### config.mk
export PLATFORM = sky130hd
export DESIGN_NAME = duration_text_to_ms_parser_top
export DESIGN_NICKNAME = d
export VERILOG_FILES = /design/src/design/dtp_pkg.sv /design/src/design/dtp_scan.sv /design/src/design/dtp_mul.sv /design/src/design/dtp_accum.sv /design/src/design/duration_text_to_ms_parser_top.sv
export SDC_FILE = /design/constraint.sdc
export NUM_CORES = 2
export LEC_CHECK = 0
export ABC_AREA = 1
export BUFFER_PORTS_ARGS = -buffer_cell sky130_fd_sc_hd__buf_2
export CAP_MARGIN = 20
export CORE_MARGIN = 2
export CORE_UTILIZATION = 50
export CTS_CLUSTER_SIZE = 8
export DETAILED_ROUTE_END_ITERATION = 10
export PLACE_DENSITY_LB_ADDON = 0.15
export SYNTH_ARGS = -nofsm -noshare
export SYNTH_HDL_FRONTEND = slang
export SYNTH_SLANG_ARGS = --single-unit
### constraint.sdc
create_clock -name clk -period 11.1 [get_ports clk]
set_input_delay 1.11 -clock clk [delete_from_list [all_inputs] [get_ports clk]]
set_output_delay 1.11 -clock clk [all_outputs]
set_load 0.02 [all_outputs]
### src/design/dtp_pkg.sv
// ----------------------------------------------------------------------------
// dtp_pkg: shared types and unit tables
// Token transaction structs, status codes and the per-unit multiplier split
// (odd factor and left shift) for the duration text parser.
// ----------------------------------------------------------------------------
package dtp_pkg;

	localparam int CNT_W   = 64;
	localparam int ODD_W   = 25;
	localparam int SHIFT_W = 4;
	localparam int HALF_W  = CNT_W / 2;
	localparam int PART_W  = HALF_W + ODD_W;

	typedef enum logic [1:0] {
		ST_PARSED  = 2'd0,
		ST_PLAIN   = 2'd1,
		ST_INVALID = 2'd2,
		ST_EMPTY   = 2'd3
	} status_t;

	typedef enum logic [2:0] {
		UNIT_NONE = 3'd0,
		UNIT_MS   = 3'd1,
		UNIT_S    = 3'd2,
		UNIT_M    = 3'd3,
		UNIT_H    = 3'd4,
		UNIT_D    = 3'd5,
		UNIT_W    = 3'd6,
		UNIT_Y    = 3'd7
	} unit_t;

	localparam logic [7:0] CH_M = 8'h6d;
	localparam logic [7:0] CH_S = 8'h73;
	localparam logic [7:0] CH_H = 8'h68;
	localparam logic [7:0] CH_D = 8'h64;
	localparam logic [7:0] CH_W = 8'h77;
	localparam logic [7:0] CH_Y = 8'h79;

	// finished token, produced by the scanner
	typedef struct packed {
		logic              mul;
		logic [CNT_W-1:0]  count;
		unit_t             unit;
		logic              last;
		status_t           status;
		logic [CNT_W-1:0]  plain;
		logic              sat;
	} tok_t;

	// partial products
	typedef struct packed {
		logic               mul;
		logic [PART_W-1:0]  hi;
		logic [PART_W-1:0]  lo;
		logic [SHIFT_W-1:0] shift;
		logic               last;
		status_t            status;
		logic [CNT_W-1:0]   plain;
		logic               sat;
	} part_t;

	// saturated product
	typedef struct packed {
		logic              mul;
		logic [CNT_W-1:0]  prod;
		logic              psat;
		logic              last;
		status_t           status;
		logic [CNT_W-1:0]  plain;
		logic              sat;
	} prod_t;

	function automatic unit_t unit_decode(input logic [1:0] len, input logic [7:0] first,
			input logic [7:0] second);
		unit_t u;
		u = UNIT_NONE;
		if (len == 2'd2 && first == CH_M && second == CH_S) begin
			u = UNIT_MS;
		end else if (len == 2'd1) begin
			case (first)
				CH_S: u = UNIT_S;
				CH_M: u = UNIT_M;
				CH_H: u = UNIT_H;
				CH_D: u = UNIT_D;
				CH_W: u = UNIT_W;
				CH_Y: u = UNIT_Y;
				default: u = UNIT_NONE;
			endcase
		end
		return u;
	endfunction

	// unit in ms = odd << shift
	function automatic logic [ODD_W-1:0] unit_odd(input unit_t u);
		logic [ODD_W-1:0] m;
		case (u)
			UNIT_MS: m = ODD_W'(1);
			UNIT_S:  m = ODD_W'(125);
			UNIT_M:  m = ODD_W'(1875);
			UNIT_H:  m = ODD_W'(28125);
			UNIT_D:  m = ODD_W'(84375);
			UNIT_W:  m = ODD_W'(590625);
			UNIT_Y:  m = ODD_W'(30796875);
			default: m = '0;
		endcase
		return m;
	endfunction

	function automatic logic [SHIFT_W-1:0] unit_shift(input unit_t u);
		logic [SHIFT_W-1:0] s;
		case (u)
			UNIT_MS: s = SHIFT_W'(0);
			UNIT_S:  s = SHIFT_W'(3);
			UNIT_M:  s = SHIFT_W'(5);
			UNIT_H:  s = SHIFT_W'(7);
			UNIT_D:  s = SHIFT_W'(10);
			UNIT_W:  s = SHIFT_W'(10);
			UNIT_Y:  s = SHIFT_W'(10);
			default: s = '0;
		endcase
		return s;
	endfunction

endpackage

### src/design/dtp_scan.sv
// ----------------------------------------------------------------------------
// dtp_scan: character scanner
// Input register plus the per-character token state; emits a transaction for
// every finished token with a nonzero count and a valid unit, and for every end of string.
// ----------------------------------------------------------------------------
module dtp_scan (
	input  logic          clk,
	input  logic          arst_n,
	input  logic          in_valid,
	output logic          in_ready,
	input  logic [7:0]    char_code,
	input  logic          is_last,
	output logic          tok_valid,
	input  logic          tok_ready,
	output dtp_pkg::tok_t tok
);
	import dtp_pkg::*;

	typedef enum logic [2:0] {
		PH_IDLE    = 3'b001,
		PH_DIGITS  = 3'b010,
		PH_LETTERS = 3'b100
	} phase_t;

	localparam logic [7:0] CH_0     = 8'h30;
	localparam logic [7:0] CH_9     = 8'h39;
	localparam logic [7:0] CH_A     = 8'h61;
	localparam logic [7:0] CH_Z     = 8'h7a;
	localparam logic [7:0] CH_SPACE = 8'h20;
	localparam logic [7:0] CH_TAB   = 8'h09;
	localparam logic [7:0] CH_CR    = 8'h0d;

	logic             v_s1;
	logic [7:0]       char_s1;
	logic             last_s1;
	logic             tok_valid_s2;
	tok_t             tok_s2;

	phase_t           phase_q, phase_n;
	logic [CNT_W-1:0] count_q, count_n;
	logic [7:0]       first_q, first_n;
	logic [7:0]       second_q, second_n;
	logic [1:0]       len_q, len_n;
	logic             only_q, only_n;
	logic             seen_q, seen_n;
	logic             inv_q, inv_n;
	logic             sat_q, sat_n;

	logic             consume;
	logic             space, dig, low;
	logic [CNT_W-1:0] base;
	logic [CNT_W+3:0] ext, m10;
	logic             csat;
	logic             fin_char, fin, tok_bad, mul, emit;
	unit_t            unit;
	status_t          status;

	assign consume  = v_s1 && (!tok_valid_s2 || tok_ready);
	assign in_ready = !v_s1 || consume;

	always_ff @(posedge clk or negedge arst_n) begin
		if (!arst_n) begin
			v_s1 <= 1'b0;
		end else if (in_ready) begin
			v_s1 <= in_valid;
		end
	end

	always_ff @(posedge clk) begin
		if (in_ready && in_valid) begin
			char_s1 <= char_code;
			last_s1 <= is_last;
		end
	end

	always_comb begin
		space = (char_s1 == CH_SPACE) || (char_s1 >= CH_TAB && char_s1 <= CH_CR);
		dig   = (char_s1 >= CH_0) && (char_s1 <= CH_9);
		low   = (char_s1 >= CH_A) && (char_s1 <= CH_Z);
		base  = (phase_q == PH_DIGITS) ? count_q : '0;
		ext   = {4'b0, base};
		m10   = (ext << 3) + (ext << 1) + {{CNT_W{1'b0}}, char_s1[3:0]};
		csat  = |m10[CNT_W+3:CNT_W];

		phase_n  = phase_q;
		count_n  = count_q;
		first_n  = first_q;
		second_n = second_q;
		len_n    = len_q;
		only_n   = only_q;
		seen_n   = seen_q;
		sat_n    = sat_q;
		fin_char = 1'b0;

		if (!space) begin
			seen_n = 1'b1;
			if (dig) begin
				fin_char = (phase_q == PH_LETTERS);
				phase_n  = PH_DIGITS;
				count_n  = csat ? '1 : m10[CNT_W-1:0];
				sat_n    = sat_q | csat;
			end else begin
				only_n = 1'b0;
				if (low) begin
					if (phase_q == PH_DIGITS) begin
						phase_n = PH_LETTERS;
						len_n   = 2'd1;
						first_n = char_s1;
					end else if (phase_q == PH_LETTERS) begin
						if (len_q == 2'd0) begin
							first_n = char_s1;
						end else if (len_q == 2'd1) begin
							second_n = char_s1;
						end
						if (len_q != 2'd3) begin
							len_n = len_q + 2'd1;
						end
					end
				end else begin
					fin_char = (phase_q == PH_LETTERS);
					phase_n  = PH_IDLE;
				end
			end
		end

		fin     = fin_char || (last_s1 && phase_n == PH_LETTERS);
		unit    = unit_decode(len_n, first_n, second_n);
		tok_bad = (count_q == '0) || (unit == UNIT_NONE);
		inv_n   = inv_q | (fin && tok_bad);
		mul     = fin && !tok_bad;
		emit    = mul || last_s1;

		if (!seen_n) begin
			status = ST_EMPTY;
		end else if (only_n) begin
			status = ST_PLAIN;
		end else if (inv_n) begin
			status = ST_INVALID;
		end else begin
			status = ST_PARSED;
		end
	end

	always_ff @(posedge clk or negedge arst_n) begin
		if (!arst_n) begin
			phase_q      <= PH_IDLE;
			count_q      <= '0;
			first_q      <= '0;
			second_q     <= '0;
			len_q        <= '0;
			only_q       <= 1'b1;
			seen_q       <= 1'b0;
			inv_q        <= 1'b0;
			sat_q        <= 1'b0;
			tok_valid_s2 <= 1'b0;
		end else begin
			if (consume) begin
				tok_valid_s2 <= emit;
				if (last_s1) begin
					phase_q  <= PH_IDLE;
					count_q  <= '0;
					first_q  <= '0;
					second_q <= '0;
					len_q    <= '0;
					only_q   <= 1'b1;
					seen_q   <= 1'b0;
					inv_q    <= 1'b0;
					sat_q    <= 1'b0;
				end else begin
					phase_q  <= phase_n;
					count_q  <= count_n;
					first_q  <= first_n;
					second_q <= second_n;
					len_q    <= len_n;
					only_q   <= only_n;
					seen_q   <= seen_n;
					inv_q    <= inv_n;
					sat_q    <= sat_n;
				end
			end else if (tok_ready) begin
				tok_valid_s2 <= 1'b0;
			end
		end
	end

	always_ff @(posedge clk) begin
		if (consume) begin
			tok_s2.mul    <= mul;
			tok_s2.count  <= count_q;
			tok_s2.unit   <= unit;
			tok_s2.last   <= last_s1;
			tok_s2.status <= status;
			tok_s2.plain  <= count_n;
			tok_s2.sat    <= sat_n;
		end
	end

	assign tok_valid = tok_valid_s2;
	assign tok       = tok_s2;

endmodule

### src/design/dtp_mul.sv
// ----------------------------------------------------------------------------
// dtp_mul: token count times unit
// Two 32x25 partial products in one stage, recombined, shifted and saturated
// to 64 bits in the next.
// ----------------------------------------------------------------------------
module dtp_mul (
	input  logic           clk,
	input  logic           arst_n,
	input  logic           tok_valid,
	output logic           tok_ready,
	input  dtp_pkg::tok_t  tok,
	output logic           prod_valid,
	input  logic           prod_ready,
	output dtp_pkg::prod_t prod
);
	import dtp_pkg::*;

	localparam int FULL_W = PART_W + HALF_W + 1;
	localparam int WIDE_W = FULL_W + (1 << SHIFT_W);

	logic             v_s3, v_s4;
	part_t            part_s3;
	prod_t            prod_s4;
	logic             ready3, ready4;
	logic [ODD_W-1:0] odd;
	logic [FULL_W-1:0] full;
	logic [WIDE_W-1:0] wide;
	logic              psat;

	assign ready4    = !v_s4 || prod_ready;
	assign ready3    = !v_s3 || ready4;
	assign tok_ready = ready3;
	assign odd       = unit_odd(tok.unit);

	always_ff @(posedge clk or negedge arst_n) begin
		if (!arst_n) begin
			v_s3 <= 1'b0;
			v_s4 <= 1'b0;
		end else begin
			if (ready3) begin
				v_s3 <= tok_valid;
			end
			if (ready4) begin
				v_s4 <= v_s3;
			end
		end
	end

	always_ff @(posedge clk) begin
		if (ready3 && tok_valid) begin
			part_s3.mul    <= tok.mul;
			part_s3.hi     <= PART_W'(tok.count[CNT_W-1:HALF_W]) * PART_W'(odd);
			part_s3.lo     <= PART_W'(tok.count[HALF_W-1:0]) * PART_W'(odd);
			part_s3.shift  <= unit_shift(tok.unit);
			part_s3.last   <= tok.last;
			part_s3.status <= tok.status;
			part_s3.plain  <= tok.plain;
			part_s3.sat    <= tok.sat;
		end
	end

	always_comb begin
		full = FULL_W'({part_s3.hi, {HALF_W{1'b0}}}) + FULL_W'(part_s3.lo);
		wide = WIDE_W'(full) << part_s3.shift;
		psat = |wide[WIDE_W-1:CNT_W];
	end

	always_ff @(posedge clk) begin
		if (ready4 && v_s3) begin
			prod_s4.mul    <= part_s3.mul;
			prod_s4.prod   <= psat ? '1 : wide[CNT_W-1:0];
			prod_s4.psat   <= part_s3.mul & psat;
			prod_s4.last   <= part_s3.last;
			prod_s4.status <= part_s3.status;
			prod_s4.plain  <= part_s3.plain;
			prod_s4.sat    <= part_s3.sat;
		end
	end

	assign prod_valid = v_s4;
	assign prod       = prod_s4;

endmodule

### src/design/dtp_accum.sv
// ----------------------------------------------------------------------------
// dtp_accum: running total and result register
// Saturating sum of token products; forms the result at the end of a string
// and holds it in the output register until taken.
// ----------------------------------------------------------------------------
module dtp_accum (
	input  logic                    clk,
	input  logic                    arst_n,
	input  logic                    prod_valid,
	output logic                    prod_ready,
	input  dtp_pkg::prod_t          prod,
	output logic                    out_valid,
	input  logic                    out_ready,
	output logic [dtp_pkg::CNT_W-1:0] interval_ms,
	output dtp_pkg::status_t        status,
	output logic                    overflow
);
	import dtp_pkg::*;

	logic [CNT_W-1:0] total_q, tot_n;
	logic             acc_sat_q, sat_all;
	logic [CNT_W:0]   sum;
	logic             ssat, take, out_free;
	logic             out_valid_q;
	logic [CNT_W-1:0] interval_q;
	status_t          status_q;
	logic             overflow_q;

	assign out_free   = !out_valid_q || out_ready;
	assign prod_ready = !prod.last || out_free;
	assign take       = prod_valid && prod_ready;

	always_comb begin
		sum     = {1'b0, total_q} + {1'b0, prod.prod};
		ssat    = prod.mul & sum[CNT_W];
		tot_n   = !prod.mul ? total_q : (ssat ? '1 : sum[CNT_W-1:0]);
		sat_all = acc_sat_q | prod.psat | ssat | prod.sat;
	end

	always_ff @(posedge clk or negedge arst_n) begin
		if (!arst_n) begin
			total_q     <= '0;
			acc_sat_q   <= 1'b0;
			out_valid_q <= 1'b0;
		end else begin
			if (take) begin
				if (prod.last) begin
					total_q   <= '0;
					acc_sat_q <= 1'b0;
				end else begin
					total_q   <= tot_n;
					acc_sat_q <= acc_sat_q | prod.psat | ssat;
				end
			end
			if (take && prod.last) begin
				out_valid_q <= 1'b1;
			end else if (out_ready) begin
				out_valid_q <= 1'b0;
			end
		end
	end

	always_ff @(posedge clk) begin
		if (take && prod.last) begin
			status_q   <= prod.status;
			overflow_q <= (prod.status == ST_EMPTY) ? 1'b0 : sat_all;
			case (prod.status)
				ST_PARSED: interval_q <= tot_n;
				ST_PLAIN:  interval_q <= prod.plain;
				default:   interval_q <= '0;
			endcase
		end
	end

	assign out_valid   = out_valid_q;
	assign interval_ms = interval_q;
	assign status      = status_q;
	assign overflow    = overflow_q;

endmodule

### src/design/duration_text_to_ms_parser_top.sv
// ----------------------------------------------------------------------------
// duration_text_to_ms_parser_top: duration text to milliseconds
// Streams a duration string one character per transaction and returns one
// result transaction per string.
// ----------------------------------------------------------------------------
// Takes one character every clock cycle with no gaps between strings while
// the input is not stalled. The result for a string passes the input
// register, the scanner's token register, the partial-product and saturation
// registers of the count-times-unit multiplier (split into two 32x25 partial
// products) and the saturating accumulator into the output register, and
// leaves on the master side. Input stalls only when a finished result waits in
// the output register and a further end of string reaches the accumulator.
module duration_text_to_ms_parser_top (
	input  logic        clk,
	input  logic        arst_n,
	input  logic        s_axis_tvalid,
	output logic        s_axis_tready,
	input  logic [7:0]  s_axis_tdata,  // [7:0] char_code
	input  logic        s_axis_tlast,  // is_last
	output logic        m_axis_tvalid,
	input  logic        m_axis_tready,
	output logic [71:0] m_axis_tdata   // [63:0] interval_ms, [65:64] status, [66] overflow
);
	import dtp_pkg::*;

	logic             tok_valid, tok_ready;
	tok_t             tok;
	logic             prod_valid, prod_ready;
	prod_t            prod;
	logic [CNT_W-1:0] interval_ms;
	status_t          status;
	logic             overflow;

	dtp_scan u_scan (
		.clk       (clk),
		.arst_n    (arst_n),
		.in_valid  (s_axis_tvalid),
		.in_ready  (s_axis_tready),
		.char_code (s_axis_tdata),
		.is_last   (s_axis_tlast),
		.tok_valid (tok_valid),
		.tok_ready (tok_ready),
		.tok       (tok)
	);

	dtp_mul u_mul (
		.clk        (clk),
		.arst_n     (arst_n),
		.tok_valid  (tok_valid),
		.tok_ready  (tok_ready),
		.tok        (tok),
		.prod_valid (prod_valid),
		.prod_ready (prod_ready),
		.prod       (prod)
	);

	dtp_accum u_accum (
		.clk         (clk),
		.arst_n      (arst_n),
		.prod_valid  (prod_valid),
		.prod_ready  (prod_ready),
		.prod        (prod),
		.out_valid   (m_axis_tvalid),
		.out_ready   (m_axis_tready),
		.interval_ms (interval_ms),
		.status      (status),
		.overflow    (overflow)
	);

	assign m_axis_tdata = {5'b0, overflow, status, interval_ms};

endmodule

; ---- Word level (Yosys, flattened, before mapping)
; Index checks and enable logic that the tools add are counted.
[totals]
ff_bits = 692
input_bits = 13
out_inout_bits = 74
word_cells = 191
[classes]
addsub = 5
multipliers = 2
n_lt_le_gt_ge = 6
n_eq_ne = 24
n_shift = 1
n_mux = 60
bitwise = 8
reduce_logical = 41
[ops]
columns = cell, count
row1 = two-way mux 64 bit, 8
row2 = one-hot mux 25 bit (7 select lines), 1
row3 = one-hot mux 64 bit (2 select lines), 1
row4 = two-way mux 8 bit, 15
row5 = multiplier 32 x 25 -> 57 bit, 2
row6 = left shift 90 x 4 -> 106 bit, 1
row7 = adder 89 x 57 -> 90 bit, 1
row8 = adder 67 x 65 -> 68 bit, 1
row9 = adder 68 x 4 -> 68 bit, 1
row10 = adder 64 x 64 -> 65 bit, 1
row11 = logical NOT 64 bit, 1
row12 = "== test 8 x 7 -> 1 bit, second input constant", 7
row13 = OR reduction 42 bit, 1
row14 = two-way mux 3 bit, 7
row15 = "== test 3 bit, second input constant", 6
row16 = two-way mux 2 bit, 9
row17 = one-hot mux 3 bit (6 select lines), 1
row18 = two-way mux 1 bit, 17
row19 = one-hot mux 4 bit (4 select lines), 1
row20 = logical AND 1 bit, 14
row21 = logical OR 1 bit, 10
row22 = "== test 3 x 2 -> 1 bit, second input constant", 3
row23 = "== test 8 x 6 -> 1 bit, second input constant", 1
row24 = ">= comparator 8 x 4 -> 1 bit, second input constant", 1
row25 = other kinds (20), 36

; ---- Logic depth before layout (Yosys ltp)
[depth]
word_depth = 17
mapped_depth = 41
ltp_nobuf = 40

; ---- By module
; Synthesis repeated with hierarchy kept, for this count alone.
[unflattened]
hier_cells = 11977
hier_area_um2 = 93837.5
[modules_own_cells]
columns = module, n_inst, cells_per_inst, area_per_inst_um2, seq_area_each_um2
row1 = dtp_mul, 1, 7813, 64933.5, 9689.3
row2 = dtp_scan, 1, 2114, 16298.1, 6633.9
row3 = dtp_accum, 1, 2043, 12557.0, 3663.5
row4 = duration_text_to_ms_parser_top, 1, 7, 48.8, 0.0

; ---- Worst setup path before layout
; Ideal clock, no wire load.
[synth_path]
path_type = input port to flip-flop
start = in m_axis_tready
end = reg u_mul.part_s3[0] in the netlist's numbering, enable pin
setup_ns = 0.741
t_arrival_ns = 9.208
required_ns = 10.359
setup_slack_ns = 1.151
path_stages = 6
n_path_buf = 0
path_cell_list = inv_1 -> nand3_1 -> nor2_1 -> inv_1 -> nor2_1 -> nor2_1
[synth_via]
elab_chain_len = 5
[synth_rtl]
columns = element, line
row1 = from (decl), duration_text_to_ms_parser_top.sv:21  ; input logic m_axis_tready,
row2 = logical OR 1 bit, dtp_accum.sv:29  ; assign out_free = !out_valid_q || out_ready;
row3 = logical OR 1 bit, dtp_accum.sv:30  ; assign prod_ready = !prod.last || out_free;
row4 = logical OR 1 bit, dtp_mul.sv:30  ; assign ready4 = !v_s4 || prod_ready;
row5 = logical OR 1 bit, dtp_mul.sv:31  ; assign ready3 = !v_s3 || ready4;
row6 = logical AND 1 bit, dtp_mul.sv:50  ; if (ready3 && tok_valid) begin
row7 = to (decl), dtp_mul.sv:22  ; part_t part_s3;
; No other way between the ends.
; A chain may end at the register's enable or synchronous reset.

; ---- Worst setup path in the final report
[layout_path]
start = reg u_scan.tok_s2 (netlist bit u_scan.tok[69])
end = reg u_mul.part_s3[125] in the netlist's numbering, data pin
[layout_via]
elab_chain_len = 3
elab_cells_between_ends = 9
cone_classes = mul (1) / eq/ne (7) / mux (1)
[layout_rtl]
columns = element, line
row1 = from (decl), dtp_scan.sv:37  ; tok_t tok_s2;
row2 = "== test 3 bit, or another cell as far along", dtp_pkg.sv:96  ; case (u)
row3 = one-hot mux 25 bit (7 select lines) (*), dtp_pkg.sv:96
row4 = multiplier 32 x 25 -> 57 bit (*), dtp_mul.sv:53  ; part_s3.lo <= PART_W'(tok.count[HALF_W-1:0]) * PART_W'(odd);
; Mark *: on every way between the ends. The rest lies on a longest branch, timed or not.

==> results.md <==
- Logic gate share of total power: 0.596
- Global-route wire length before repair: 463000 µm
- Top-count cell post-synth: inv_1
- Clk pwr share: 0.176
- Clock sink count: 692
- Die Wd: 428 µm
- Core area: 179000 µm²
- CTS H-tree lvls: 3
- RSZ-0062 raised after global routing: no
- Final count of hold timing violations: 0
- Worst setup path class: flip-flop to flip-flop
- Layout cells sized above 1: 0.0417
- Area share of the largest cell type after synthesis: 0.264
- Worst-path clk slew: 0.05 ns
- Area of the die: 183000 µm²
- Placed Area: 92600 µm²
- Die Y-Extent: 428 µm
- Sw frac: 0.504
- Seq/Total Area, Yosys: 0.222
- Crit. Startpoint: u_scan.tok[69]
- EDFF count, synth: 533
- Routed WL: 304000 µm
- Worst R2R Start: u_scan.tok[69]
- WL per Instance: 22.8 µm
- Drt initial violations: 6445
- DR pass1 iterations: 6
- Leading area contributor after synthesis: fa_1
- R2r setup slk: 1.64 ns
- CP max FO: 41
- Final slew viol count: 0
- Leakage power: 0.0480 µW
- CTS max path bufs: 3
- Max cap viols: 0
- Vias after detailed routing: 72948
- Crit start category: flip-flop
- Hold buffers post-CTS: 0
- Reg power frac: 0.228
- Req. time, crit path: 11.52 ns
- Post-Route Setup TNS: 0 ns
- Final antenna-violating net count: 0
- Initial Utilization: 0.504
- Area contributors post-synth: fa_1, edfxtp_1, ha_1
- Vias in the first global route: 75570
- Cells after DPL: 13174
- Net Sw Power: 8320 µW
- Area of the multi-input gates: 58900 µm²
- FP Rows: 155
- Number of clock buffers inserted by TritonCTS: 99
- CTS Root Cell: clkbuf_16
- Worst hold slack: 0.386 ns
- CTS tree: done
- Skew final: 0.0625 ns
- Top cells by instance count after synthesis: inv_1, nand2_1, fa_1
- CP peak stage delay: 0.59 ns
- Most used cell, CP: nand2_1
- Final Cycle Share: 0.852
- Fillers: 17131
- Worst VDD drop: 0.306 mV
- WP data arrival: 9.88 ns
- Cell Area, Synth: 89900 µm²
- Register area: 20000 µm²
- Ys async rst share: 0.230
- Detailed Place HPWL: 254000 µm
- Vias per std cell: 5.46
- Worst skew pair latency: 0.73 ns
- CTS-repair resized insts: 0
- Setup violators final: 0
- Initial antenna violation count: 19
- Largest net degree at the start of global routing: 92
- Worst reg2reg path depth: 34
- Power Dens Cells: 173 nW/µm²
- Detailed-route DRC error count: 0
- Post-synthesis register bit count: 692
- Unique cell type count in the Yosys netlist: 69
- Status: finished clean
- Ys Warns: 0
- CP Capture Type: flip-flop
- GR Overflow Total: 0
- Layout Nets: 12901
- Worst-Margin Slew: 1.26 ns
- Non-Filler Instances: 13361
- Post-CTS setup buffers: 0
- Worst R2R End: u_mul.part_s3[125]
- Achievable Freq: 106 MHz
- Slew headroom: 0.151
- Port bufs: 81
- GRT Total Usage: 0.335
- Fin util: 0.535
- CP max stage cell: fa_1
- Crit path time final: 9.46 ns
- Post-Syn Area per Cell: 8.20 µm²
- Routability cong.: 0.989
- Cells after synthesis: 10974
- Main synth FF type: edfxtp_1
- Critical Path End: u_mul.part_s3[125]
- I/O pin count: 87
- Final instance area: 95600 µm²
- Internal: 8190 µW
- Area grow syn2layout: 6.27%
- Hold Crit Class: primary input to async pin
## area by class of cell
class | instances | area share
tap | 2355 | 0.0308
antenna | 5 | 0.000131
multi-input combinational | 7383 | 0.616
inverter | 2576 | 0.101
clock buffer | 172 | 0.0294
sequential | 692 | 0.209
clock inverter | 10 | 0.00175
timing repair buffer | 168 | 0.0113
## worst min path at each step
| stage | start | to | slack (ns) |
|---|---|---|---|
| after CTS | u_mul.part_s3[24] | u_mul.prod[24] | 0.39 |
| after detailed placement | u_scan.tok[27] | u_mul.part_s3[27] | 0.40 |
| after global routing | u_mul.part_s3[24] | u_mul.prod[24] | 0.40 |
| final | arst_n | u_accum.total_q[44] | 0.39 |
| after floorplan | u_scan.tok[0] | u_mul.part_s3[0] | 0.40 |
| after global placement | u_mul.part_s3[39] | u_mul.prod[39] | 0.40 |
## cell usage in the layout, fill, tap and decap left out, drive strengths merged, types with 17 or more instances in the layout
cell type,instances
clkbuf,172
a21boi,18
o22ai,46
nor3,48
edfxtp,533
fa,1184
inv,2549
xnor2,90
a21oi,366
o21ai,509
buf,168
a21o,23
nand3,487
nand4,47
clkinv,35
dfrtp,157
o21a,37
nand2,2149
nor2,1180
a31oi,81
o211ai,17
mux2i,39
xor2,158
ha,784
nor4,29
## worst max-delay path: cells and delay by family (launching register included)
kind	cells	cell delay [ns]
compound gates	3	0.61
flops	1	0.42
buf+inv	7	1.21
xor+xnor	1	0.06
fa+ha+maj	8	4.00
simple gates	15	2.82
## power by group through the flow
stage                     registers (µW)  logic, µW  clock network, µW
after global placement              3790       9630                  0
after floorplan                     3540       6430                  0
after global routing                3770      10900               3080
after CTS                           3750       9730               2960
final                               3760       9840               2910
after detailed placement            3790       9680                  0
## stage by stage
stage                     setup slack (ns)  power [µW]
after floorplan                       1.15        9980
after global placement                1.88       13400
after detailed placement              1.80       13500
after CTS                             1.75       16400
after global routing                  1.20       17800
final                                 1.64       16500
## kinds of logic after synthesis
| family | after synthesis | synth area share |
|---|---|---|
| xor+xnor | 248 | 0.0242 |
| flops | 692 | 0.222 |
| buf+inv | 2903 | 0.124 |
| simple gates | 3971 | 0.182 |
| fa+ha+maj | 1968 | 0.373 |
| mux | 39 | 0.00434 |
| other cells | 1 | 0.0000417 |
| compound gates | 1152 | 0.0708 |
## flip-flops by register name, indices dropped and copies added (netlist names)
signal and cells:
u_scan.seen_q 1, u_scan.inv_q 1, u_scan.count_q 64, u_accum.out_valid 1, u_scan.sat_q 1, u_scan.char_s1 8, u_mul.prod_valid 1, u_accum.overflow 1
u_mul.prod 134, u_accum.interval_ms 64, u_accum.acc_sat_q 1, u_scan.len_q 2, u_mul.v_s3 1, u_accum.status 2, u_scan.tok_valid 1, u_mul.part_s3 187
u_scan.tok 136, u_accum.total_q 64, u_scan.phase_q 3, u_scan.second_q 8, u_scan.last_s1 1, u_scan.first_q 8, u_scan.v_s1 1, u_scan.only_q 1
## per-layer routing
| layer | up-vias | track usage | share of wire |
|---|---|---|---|
| met5 | - | 0 | 0.000069 |
| met4 | 4 | 0.128 | 0.046 |
| met3 | 607 | 0.0619 | 0.083 |
| met2 | 2767 | 0.531 | 0.45 |
| met1 | 35906 | 0.457 | 0.42 |
| li1 | 33664 | - | - |
Power figures use the tool's default switching activity.
